<file path="config.mk">
export PLATFORM = sky130hd
export DESIGN_NAME = epoch_calendar_converter
export DESIGN_NICKNAME = d
export VERILOG_FILES = /design/src/rtl/ecc_pkg.sv /design/src/rtl/ecc_const_div.sv /design/src/rtl/epoch_calendar_converter.sv
export SDC_FILE = /design/constraint.sdc
export NUM_CORES = 2
export LEC_CHECK = 0
export BUFFER_PORTS_ARGS = -buffer_cell sky130_fd_sc_hd__buf_2
export CORE_ASPECT_RATIO = 1.1
export CORE_MARGIN = 3
export CORE_UTILIZATION = 60
export DETAILED_ROUTE_END_ITERATION = 8
export PLACE_DENSITY = 0.84
export SLEW_MARGIN = 20
export SYNTH_ARGS = -nofsm -noshare
export SYNTH_HDL_FRONTEND = slang
export SYNTH_SLANG_ARGS = --single-unit
export TNS_END_PERCENT = 30
</file>
<file path="constraint.sdc">
create_clock -name clk_i -period 11.1 [get_ports clk_i]
set_clock_uncertainty 0.1 [all_clocks]
set_input_delay 0.555 -clock clk_i [delete_from_list [all_inputs] [get_ports clk_i]]
set_output_delay 0.555 -clock clk_i [all_outputs]
set_load 0.02 [all_outputs]
</file>
<file path="src/rtl/ecc_pkg.sv">
// ----------------------------------------------------------------------------
// ecc_pkg: shared constants for the epoch/calendar converter
// Field widths, calendar constants and the month start table.
// ----------------------------------------------------------------------------
`default_nettype none

package ecc_pkg;

  localparam int unsigned IN_TDATA_W  = 104;
  localparam int unsigned OUT_TDATA_W = 104;

  localparam logic [11:0] YEAR_BASE    = 12'd1970;
  localparam logic [11:0] YEAR_LAST    = 12'd2099;
  localparam logic [11:0] YEAR_LEAPREF = 12'd1969;

  localparam logic [31:0] SEC_PER_DAY  = 32'd86400;
  localparam logic [16:0] SEC_PER_HOUR = 17'd3600;
  localparam logic [16:0] SEC_PER_MIN  = 17'd60;
  localparam logic [15:0] DAY_PER_YEAR = 16'd365;

  // Constant divisors for the reciprocal dividers
  localparam int unsigned DAY_SHIFT     = 7;     // 86400 = 675 << 7
  localparam int unsigned DAY_DIV       = 675;
  localparam int unsigned DAY_PER_CYCLE = 1461;
  localparam int unsigned HOUR_DIV      = 3600;
  localparam int unsigned MIN_DIV       = 60;

  // Start of each year inside the four-year cycle; the third year is leap
  localparam logic [10:0] CYC_Y1 = 11'd365;
  localparam logic [10:0] CYC_Y2 = 11'd730;
  localparam logic [10:0] CYC_Y3 = 11'd1096;

  // Zero-based day of year at which a month starts, common year
  function automatic logic [8:0] month_start(input logic [3:0] mon);
    logic [8:0] res;
    unique case (mon)
      4'd0:    res = 9'd0;
      4'd1:    res = 9'd31;
      4'd2:    res = 9'd59;
      4'd3:    res = 9'd90;
      4'd4:    res = 9'd120;
      4'd5:    res = 9'd151;
      4'd6:    res = 9'd181;
      4'd7:    res = 9'd212;
      4'd8:    res = 9'd243;
      4'd9:    res = 9'd273;
      4'd10:   res = 9'd304;
      4'd11:   res = 9'd334;
      default: res = 9'd0;
    endcase
    return res;
  endfunction

  // Per-beat context that travels down the pipeline
  typedef struct packed {
    logic        func;
    logic        bad;
    logic [31:0] frac;
    logic [6:0]  e_lo;
    logic [15:0] days0;
    logic [16:0] hms;
    logic [31:0] epoch_res;
    logic [11:0] year;
    logic        leap;
    logic [8:0]  doy;
    logic [3:0]  month;
    logic [4:0]  dom;
    logic [4:0]  hour;
  } ctx_t;

endpackage

`default_nettype wire

</file>
<file path="src/rtl/ecc_const_div.sv">
// ----------------------------------------------------------------------------
// ecc_const_div: three-stage divider by a constant
// Multiplies by a truncated reciprocal, forms the remainder and applies a
// single compare-and-subtract fix. Each stage loads on its own advance bit.
// ----------------------------------------------------------------------------
`default_nettype none

module ecc_const_div #(
  parameter int unsigned XW = 16,
  parameter int unsigned D  = 10
) (
  input  logic                  clk_i,
  input  logic [2:0]            adv_i,
  input  logic [XW-1:0]         x_i,
  output logic [XW-$clog2(D):0] q_o,
  output logic [$clog2(D)-1:0]  r_o
);

  localparam int unsigned RW  = $clog2(D);
  localparam int unsigned RW1 = RW + 1;
  localparam int unsigned QW  = XW - RW + 1;
  localparam int unsigned PW  = XW + QW;
  localparam longint unsigned RECIP_FULL = (64'd1 << XW) / D;
  localparam logic [QW-1:0]  RECIP = QW'(RECIP_FULL);
  localparam logic [XW-1:0]  DIV_X = XW'(D);
  localparam logic [RW1-1:0] DIV_R = RW1'(D);

  logic [XW-1:0]  x_a_q;
  logic [PW-1:0]  p_a_d, p_a_q;
  logic [QW-1:0]  q_b_d, q_b_q;
  logic [XW-1:0]  qd_b, r_full;
  logic [RW1-1:0] r_b_d, r_b_q;
  logic [QW-1:0]  q_c_d, q_c_q;
  logic [RW-1:0]  r_c_d, r_c_q;

  assign p_a_d = PW'(x_i) * PW'(RECIP);

  // Estimate is the true quotient or one short
  assign q_b_d  = p_a_q[PW-1:XW];
  assign qd_b   = XW'(q_b_d) * DIV_X;
  assign r_full = x_a_q - qd_b;
  assign r_b_d  = r_full[RW:0];

  always_comb begin
    if (r_b_q >= DIV_R) begin
      q_c_d = q_b_q + QW'(1);
      r_c_d = RW'(r_b_q - DIV_R);
    end else begin
      q_c_d = q_b_q;
      r_c_d = r_b_q[RW-1:0];
    end
  end

  always_ff @(posedge clk_i) begin
    if (adv_i[0]) begin
      x_a_q <= x_i;
      p_a_q <= p_a_d;
    end
    if (adv_i[1]) begin
      q_b_q <= q_b_d;
      r_b_q <= r_b_d;
    end
    if (adv_i[2]) begin
      q_c_q <= q_c_d;
      r_c_q <= r_c_d;
    end
  end

  assign q_o = q_c_q;
  assign r_o = r_c_q;

endmodule

`default_nettype wire

</file>
<file path="src/rtl/epoch_calendar_converter.sv">
// ----------------------------------------------------------------------------
// epoch_calendar_converter: calendar date/time <-> seconds since 1970
// Stateless nine-stage pipeline converting in either direction per beat.
// ----------------------------------------------------------------------------
// Takes one beat per clock unless the output side stalls it, and returns one
// result beat for each, in order. The pipeline depth is set by the
// epoch-to-date path: three chained constant dividers (seconds to days,
// days to four-year cycles alongside seconds to hours, and seconds to
// minutes), each three register stages deep. Every stage holds its beat while
// the stage after it is full and cannot move, so a downstream stall fills the
// empty slots before the input side stops. tuser on the input selects the
// direction (0 = date to epoch, 1 = epoch to date); tuser on the output
// flags a date field out of range, in which case the epoch field is zero.
// Every fourth year counts as a leap year, and month lengths are not checked.
`default_nettype none

module epoch_calendar_converter (
  input  logic                           clk_i,
  input  logic                           rst_ni,
  // year[11:0] month[15:12] day[20:16] hour[25:21] minute[31:26]
  // second[37:32] fraction[69:38] epoch[101:70], zero pad above
  input  logic [ecc_pkg::IN_TDATA_W-1:0] s_axis_tdata_i,
  input  logic [0:0]                     s_axis_tuser_i,  // func
  input  logic                           s_axis_tvalid_i,
  output logic                           s_axis_tready_o,
  // epoch[31:0] year[43:32] month[47:44] day[52:48] hour[57:53]
  // minute[63:58] second[69:64] fraction[101:70], zero pad above
  output logic [ecc_pkg::OUT_TDATA_W-1:0] m_axis_tdata_o,
  output logic [0:0]                      m_axis_tuser_o,  // invalid
  output logic                            m_axis_tvalid_o,
  input  logic                            m_axis_tready_i
);

  import ecc_pkg::*;

  localparam int unsigned NSTG = 9;

  logic [NSTG-1:0] vld_q, vld_in, en;
  ctx_t            st_q [NSTG];
  ctx_t            st_d [NSTG];

  // Input fields
  logic [11:0] year_in;
  logic [3:0]  month_in;
  logic [4:0]  day_in, hour_in;
  logic [5:0]  minute_in, second_in;
  logic [31:0] fraction_in, epoch_in;

  assign year_in     = s_axis_tdata_i[11:0];
  assign month_in    = s_axis_tdata_i[15:12];
  assign day_in      = s_axis_tdata_i[20:16];
  assign hour_in     = s_axis_tdata_i[25:21];
  assign minute_in   = s_axis_tdata_i[31:26];
  assign second_in   = s_axis_tdata_i[37:32];
  assign fraction_in = s_axis_tdata_i[69:38];
  assign epoch_in    = s_axis_tdata_i[101:70];

  // Divider results
  logic [15:0] days;
  logic [9:0]  day_r;
  logic [16:0] sod;
  logic [5:0]  cyc;
  logic [10:0] crem;
  logic [5:0]  hr_q;
  logic [11:0] soh;
  logic [6:0]  min_q;
  logic [5:0]  min_r;

  // --------------------------------------------------------------------------
  // Flow control: a stage loads when it is empty or the next one moves
  // --------------------------------------------------------------------------
  always_comb begin
    en[NSTG-1] = !vld_q[NSTG-1] || m_axis_tready_i;
    for (int k = NSTG - 2; k >= 0; k--) begin
      en[k] = !vld_q[k] || en[k+1];
    end
  end

  assign vld_in          = {vld_q[NSTG-2:0], s_axis_tvalid_i};
  assign s_axis_tready_o = en[0];

  always_ff @(posedge clk_i or negedge rst_ni) begin
    if (!rst_ni) begin
      vld_q <= '0;
    end else begin
      for (int k = 0; k < NSTG; k++) begin
        if (en[k]) vld_q[k] <= vld_in[k];
      end
    end
  end

  always_ff @(posedge clk_i) begin
    for (int k = 0; k < NSTG; k++) begin
      if (en[k]) st_q[k] <= st_d[k];
    end
  end

  // --------------------------------------------------------------------------
  // Dividers
  // --------------------------------------------------------------------------
  ecc_const_div #(.XW(32 - DAY_SHIFT), .D(DAY_DIV)) u_div_day (
    .clk_i (clk_i),
    .adv_i (en[2:0]),
    .x_i   (epoch_in[31:DAY_SHIFT]),
    .q_o   (days),
    .r_o   (day_r)
  );

  assign sod = {day_r, st_q[2].e_lo};

  ecc_const_div #(.XW(16), .D(DAY_PER_CYCLE)) u_div_cyc (
    .clk_i (clk_i),
    .adv_i (en[5:3]),
    .x_i   (days),
    .q_o   (cyc),
    .r_o   (crem)
  );

  ecc_const_div #(.XW(17), .D(HOUR_DIV)) u_div_hour (
    .clk_i (clk_i),
    .adv_i (en[5:3]),
    .x_i   (sod),
    .q_o   (hr_q),
    .r_o   (soh)
  );

  ecc_const_div #(.XW(12), .D(MIN_DIV)) u_div_min (
    .clk_i (clk_i),
    .adv_i (en[8:6]),
    .x_i   (soh),
    .q_o   (min_q),
    .r_o   (min_r)
  );

  // --------------------------------------------------------------------------
  // Stage logic
  // --------------------------------------------------------------------------
  logic [7:0]  ydiff;
  logic [6:0]  leap_days;
  logic        leap_in;
  logic [15:0] days0;
  logic [16:0] hms;
  logic [1:0]  yr;
  logic [10:0] ystart;
  logic [3:0]  mon;
  logic [8:0]  mst, ms;

  always_comb begin
    ydiff     = 8'(year_in - YEAR_BASE);
    leap_days = 7'(10'(year_in - YEAR_LEAPREF) >> 2);
    leap_in   = (year_in[1:0] == 2'd0) && (month_in > 4'd2);
    days0     = 16'(ydiff) * DAY_PER_YEAR + 16'(leap_days)
              + 16'(month_start(month_in - 4'd1)) + 16'(day_in)
              + 16'(leap_in) - 16'd1;
    hms       = 17'(hour_in) * SEC_PER_HOUR + 17'(minute_in) * SEC_PER_MIN
              + 17'(second_in);

    // Stage 0: date fields to day count and second of day
    st_d[0]       = '0;
    st_d[0].func  = s_axis_tuser_i[0];
    st_d[0].bad   = !s_axis_tuser_i[0] &&
                    (year_in < YEAR_BASE || year_in > YEAR_LAST ||
                     month_in < 4'd1 || month_in > 4'd12 || day_in < 5'd1 ||
                     hour_in > 5'd23 || minute_in > 6'd59 || second_in > 6'd59);
    st_d[0].frac  = fraction_in;
    st_d[0].e_lo  = epoch_in[DAY_SHIFT-1:0];
    st_d[0].days0 = days0;
    st_d[0].hms   = hms;

    // Stage 1: epoch seconds; zero on a bad field or the other direction
    st_d[1] = st_q[0];
    if (st_q[0].func || st_q[0].bad) begin
      st_d[1].epoch_res = '0;
    end else begin
      st_d[1].epoch_res = 32'(st_q[0].days0) * SEC_PER_DAY + 32'(st_q[0].hms);
    end

    st_d[2] = st_q[1];
    st_d[3] = st_q[2];
    st_d[4] = st_q[3];
    st_d[5] = st_q[4];

    // Stage 6: year from the four-year cycle, leap flag, day of year and hour
    if (crem < CYC_Y1) begin
      yr = 2'd0; ystart = '0;
    end else if (crem < CYC_Y2) begin
      yr = 2'd1; ystart = CYC_Y1;
    end else if (crem < CYC_Y3) begin
      yr = 2'd2; ystart = CYC_Y2;
    end else begin
      yr = 2'd3; ystart = CYC_Y3;
    end
    st_d[6]      = st_q[5];
    st_d[6].year = st_q[5].func ? 12'(YEAR_BASE + {cyc, 2'b00} + 12'(yr)) : '0;
    st_d[6].leap = (yr == 2'd2);
    st_d[6].doy  = 9'(crem - ystart);
    st_d[6].hour = st_q[5].func ? hr_q[4:0] : '0;

    // Stage 7: month and day of month
    mon = '0;
    mst = '0;
    for (int m = 1; m < 12; m++) begin
      ms = month_start(4'(m)) + 9'((st_q[6].leap && m >= 2) ? 1 : 0);
      if (st_q[6].doy >= ms) begin
        mon = 4'(m);
        mst = ms;
      end
    end
    st_d[7]       = st_q[6];
    st_d[7].month = st_q[6].func ? mon + 4'd1 : '0;
    st_d[7].dom   = st_q[6].func ? 5'(st_q[6].doy - mst + 9'd1) : '0;

    st_d[8] = st_q[7];
  end

  // --------------------------------------------------------------------------
  // Output beat
  // --------------------------------------------------------------------------
  logic [5:0] minute_o, second_o;

  assign minute_o = st_q[8].func ? min_q[5:0] : '0;
  assign second_o = st_q[8].func ? min_r : '0;

  assign m_axis_tvalid_o = vld_q[NSTG-1];
  assign m_axis_tuser_o  = st_q[8].bad;
  assign m_axis_tdata_o  = {2'b00, st_q[8].frac, second_o, minute_o, st_q[8].hour,
                            st_q[8].dom, st_q[8].month, st_q[8].year,
                            st_q[8].epoch_res};

`ifndef NO_ASSERTIONS
  // Input side stalls only with every stage full and the output blocked
  assert property (@(posedge clk_i) disable iff (!rst_ni)
    !s_axis_tready_o |-> ((&vld_q) && !m_axis_tready_i))
    else $error("input stalled with room in the pipeline");

  // A flagged beat carries no epoch and no date
  assert property (@(posedge clk_i) disable iff (!rst_ni)
    (m_axis_tvalid_o && m_axis_tuser_o[0]) |->
      (m_axis_tdata_o[31:0] == 32'd0 && m_axis_tdata_o[69:32] == 38'd0))
    else $error("invalid beat with nonzero fields");

  // A converted date stays in range
  assert property (@(posedge clk_i) disable iff (!rst_ni)
    (m_axis_tvalid_o && m_axis_tdata_o[47:44] != 4'd0) |->
      (m_axis_tdata_o[47:44] <= 4'd12 && m_axis_tdata_o[52:48] != 5'd0 &&
       m_axis_tdata_o[57:53] <= 5'd23 && m_axis_tdata_o[63:58] <= 6'd59 &&
       m_axis_tdata_o[69:64] <= 6'd59 && m_axis_tdata_o[31:0] == 32'd0 &&
       !m_axis_tuser_o[0]))
    else $error("date field out of range");

  // A held output beat is not overwritten by the stage behind it
  assert property (@(posedge clk_i) disable iff (!rst_ni)
    (m_axis_tvalid_o && !m_axis_tready_i) |=> $stable(st_q[8]))
    else $error("output stage changed under stall");
`endif

endmodule

`default_nettype wire
</file>
==> flow_summary.json <==
{
  "r2r_slack_ns": 5.24,
  "max_freq_mhz": 165,
  "worstSetupEndpointType": "register",
  "syn_area_mm2": 0.0502,
  "first_global_vias": 26900,
  "hp-start": "s_axis_tdata_i[48]",
  "finalWeightedCongestion": 0.842,
  "drv_slew": 0,
  "dpl_cell_area_mm2": 0.0519,
  "wirelength_um": 80600,
  "overflow": 0,
  "final_cell_mix": "edfxtp_1 (920), inv_1 (589), ha_1 (577)",
  "yosysWarnings": 0,
  "final_cell_area_mm2": 0.0550,
  "grtUsageTotal": 0.191,
  "wl_per_cell_um": 16.3,
  "grt_start_max_net_pins": 75,
  "die_w_um": 282,
  "finalSetupViolations": 0,
  "num_rows": 110,
  "hold_viol": 0,
  "clockBufferDepth": 3,
  "cts_buffers": 86,
  "synth-main-ff-cell": "edfxtp_1",
  "clock_latency_ns": 0.65,
  "rsz0062_at_grt": "no",
  "die_y_um": 309,
  "ys_seq_area_frac": 0.555,
  "synth_edf_count": 920,
  "timing.slew.headroom": 0.345,
  "final_common_cell": "edfxtp_1",
  "via_per_inst": 5.23,
  "crit_type": "input pin to register",
  "fin_crit_sh": 0.547,
  "startpoint_type": "input pin",
  "cts_tree": "yes",
  "crit_required_ns": 11.40,
  "post_cts_resized": 0,
  "initial_core_util": 0.609,
  "io_pins": 216,
  "vias": 25800,
  "avgSynthCellArea_um2": 14.0,
  "dieArea_mm2": 0.0872,
  "synth.ff_latch_count": 929,
  "tns_ns": 0,
  "post-route-drc-count": 0,
  "yosysUniqueCellTypes": 80,
  "first_iter_violations": 1267,
  "antenna_found_initial": 4,
  "synthArstFlopShare": 0.00969,
  "status": "completed",
  "cap_violations": 0,
  "path_max_fanout": 11,
  "dp_hpwl_um": 58800,
  "startpoint": "s_axis_tdata_i[13]",
  "rr_startpoint": "st_q[0][86]",
  "port_buffers": 211,
  "root_buffer": "clkbuf_16",
  "clkSlewWorstSetupHoldPaths_ns": 0.06,
  "syn2layout_area_growth_pct": 9.68,
  "hold_class": "input pin to register",
  "fin_crit_ns": 6.08,
  "first_pass_iters": 5,
  "drive_above_1_share": 0.101,
  "route.antenna.remaining_nets": 0,
  "regArea_mm2": 0.0279,
  "fillers": 5575,
  "multiInputGateArea_mm2": 0.0194,
  "htree_levels": 3,
  "arrival_ns": 6.37,
  "final_net_count": 4737,
  "coreArea_mm2": 0.0824,
  "grt_pass1_wl_um": 132000,
  "worst_pin_slew_ns": 0.983,
  "clock_sinks": 929,
  "syn_inst": 3582
}
-- layout make-up --
| cell class | instances | area share |
|---|---|---|
| antenna | 1 | 0.0000455 |
| clock buffer | 112 | 0.0418 |
| clock inverter | 39 | 0.00898 |
| inverter | 593 | 0.0406 |
| multi-input combinational | 1949 | 0.352 |
| sequential | 929 | 0.506 |
| tap | 1064 | 0.0242 |
| timing repair buffer | 252 | 0.0262 |
-- final timing paths --
path,endpoint,depth (start not counted)
min in group asynchronous,vld_q[8],2
hold reg to reg,st_q[0][892],0
setup / recovery,st_q[0][99],27
hold / removal,st_q[0][118],1
max in group asynchronous,vld_q[2],2
setup reg to reg,st_q[0][209],19
-- state kept, by name (all words and copies together) (netlist names), 7 cells and up --
name and flops:
st_q 695, u_div_cyc.r_b_q 12, u_div_cyc.r_o 11, u_div_cyc.x_a_q 12, u_div_day.p_a_q 16, u_div_day.q_b_q 16, u_div_day.q_o 16, u_div_day.r_b_q 11
u_div_day.r_o 10, u_div_day.x_a_q 11, u_div_hour.r_b_q 13, u_div_hour.r_o 12, u_div_hour.x_a_q 13, u_div_min.r_b_q 7, u_div_min.x_a_q 7, vld_q 9
-- per-layer routing --
layer,track usage,vias up,part of all wire
met5,0,-,0.00032
met4,0.0722,4,0.034
met3,0.0282,163,0.039
met2,0.339,516,0.50
met1,0.238,12300,0.42
li1,-,12800,-
-- cells in the mapped netlist, drive strengths merged, types with 20 or more instances --
| library cell | instances | area, um2 |
|---|---|---|
| a21o | 62 | 465 |
| a21oi | 126 | 638 |
| and2 | 41 | 258 |
| buf | 92 | 691 |
| clkbuf | 20 | 85.1 |
| edfxtp | 920 | 27600 |
| fa | 240 | 4800 |
| ha | 577 | 7220 |
| inv | 593 | 2230 |
| nand2 | 111 | 417 |
| nand2b | 34 | 213 |
| nand3 | 28 | 140 |
| nand4 | 23 | 144 |
| nor2 | 124 | 465 |
| nor3 | 27 | 135 |
| o21ai | 77 | 389 |
| o21bai | 25 | 188 |
| xnor2 | 181 | 1590 |
| xor2 | 76 | 666 |
-- cell families (layout without fill, tap and decap cells) --
logic type,after synthesis,count (layout),synth area share
AND/OR/NAND/NOR,460,460,0.0459
multiplexers,5,5,0.00102
other,1,3,0.0000747
flip-flops,929,929,0.555
XOR/XNOR,257,257,0.0448
AO/OA/AOI/OAI,408,408,0.0539
buffers and inverters,705,996,0.0598
adder cells (fa/ha/maj),817,817,0.240
-- through the flow --
stage	hold slack (ns)	setup slack (ns)	std cells	utilization
2_1_floorplan	0.159	2.91	3583	-
3_3_place_gp	0.300	4.53	4755	0.630
3_5_place_dp	0.305	4.41	4755	0.630
4_1_cts	0.00855	5.11	4938	0.668
5_1_grt	0.00496	4.59	4939	0.668
6_report	0.0424	5.02	4939	0.668
-- critical path, stage by stage --
cell	delay [ns]
buf_2	0.14
inv_1	0.19
ha_1	0.20
inv_1	0.05
ha_1	0.40
nor2b_1	0.20
a21oi_1	0.06
o22a_1	0.18
o21ai_0	0.27
fa_1	0.46
inv_1	0.08
fa_1	0.41
inv_1	0.07
fa_1	0.43
fa_1	0.55
ha_1	0.16
inv_1	0.05
fa_1	0.39
nor2b_1	0.12
o21ai_0	0.11
a21boi_0	0.28
o21ai_0	0.14
a21boi_0	0.24
o21ai_0	0.14
a21oi_1	0.25
o41ai_1	0.11
xnor2_1	0.12
-- repair_timing --
| item | 4_1_cts | 5_1_grt |
|---|---|---|
| hold buffers | 32 | 0 |
| setup buffers | 0 | 0 |
| endpoints found under the hold margin | 40 | 0 |
| endpoints found under the setup margin | 0 | 0 |
Power is not shown: default switching activity piles up to over one toggle a cycle in this logic, so the estimate is an artifact.
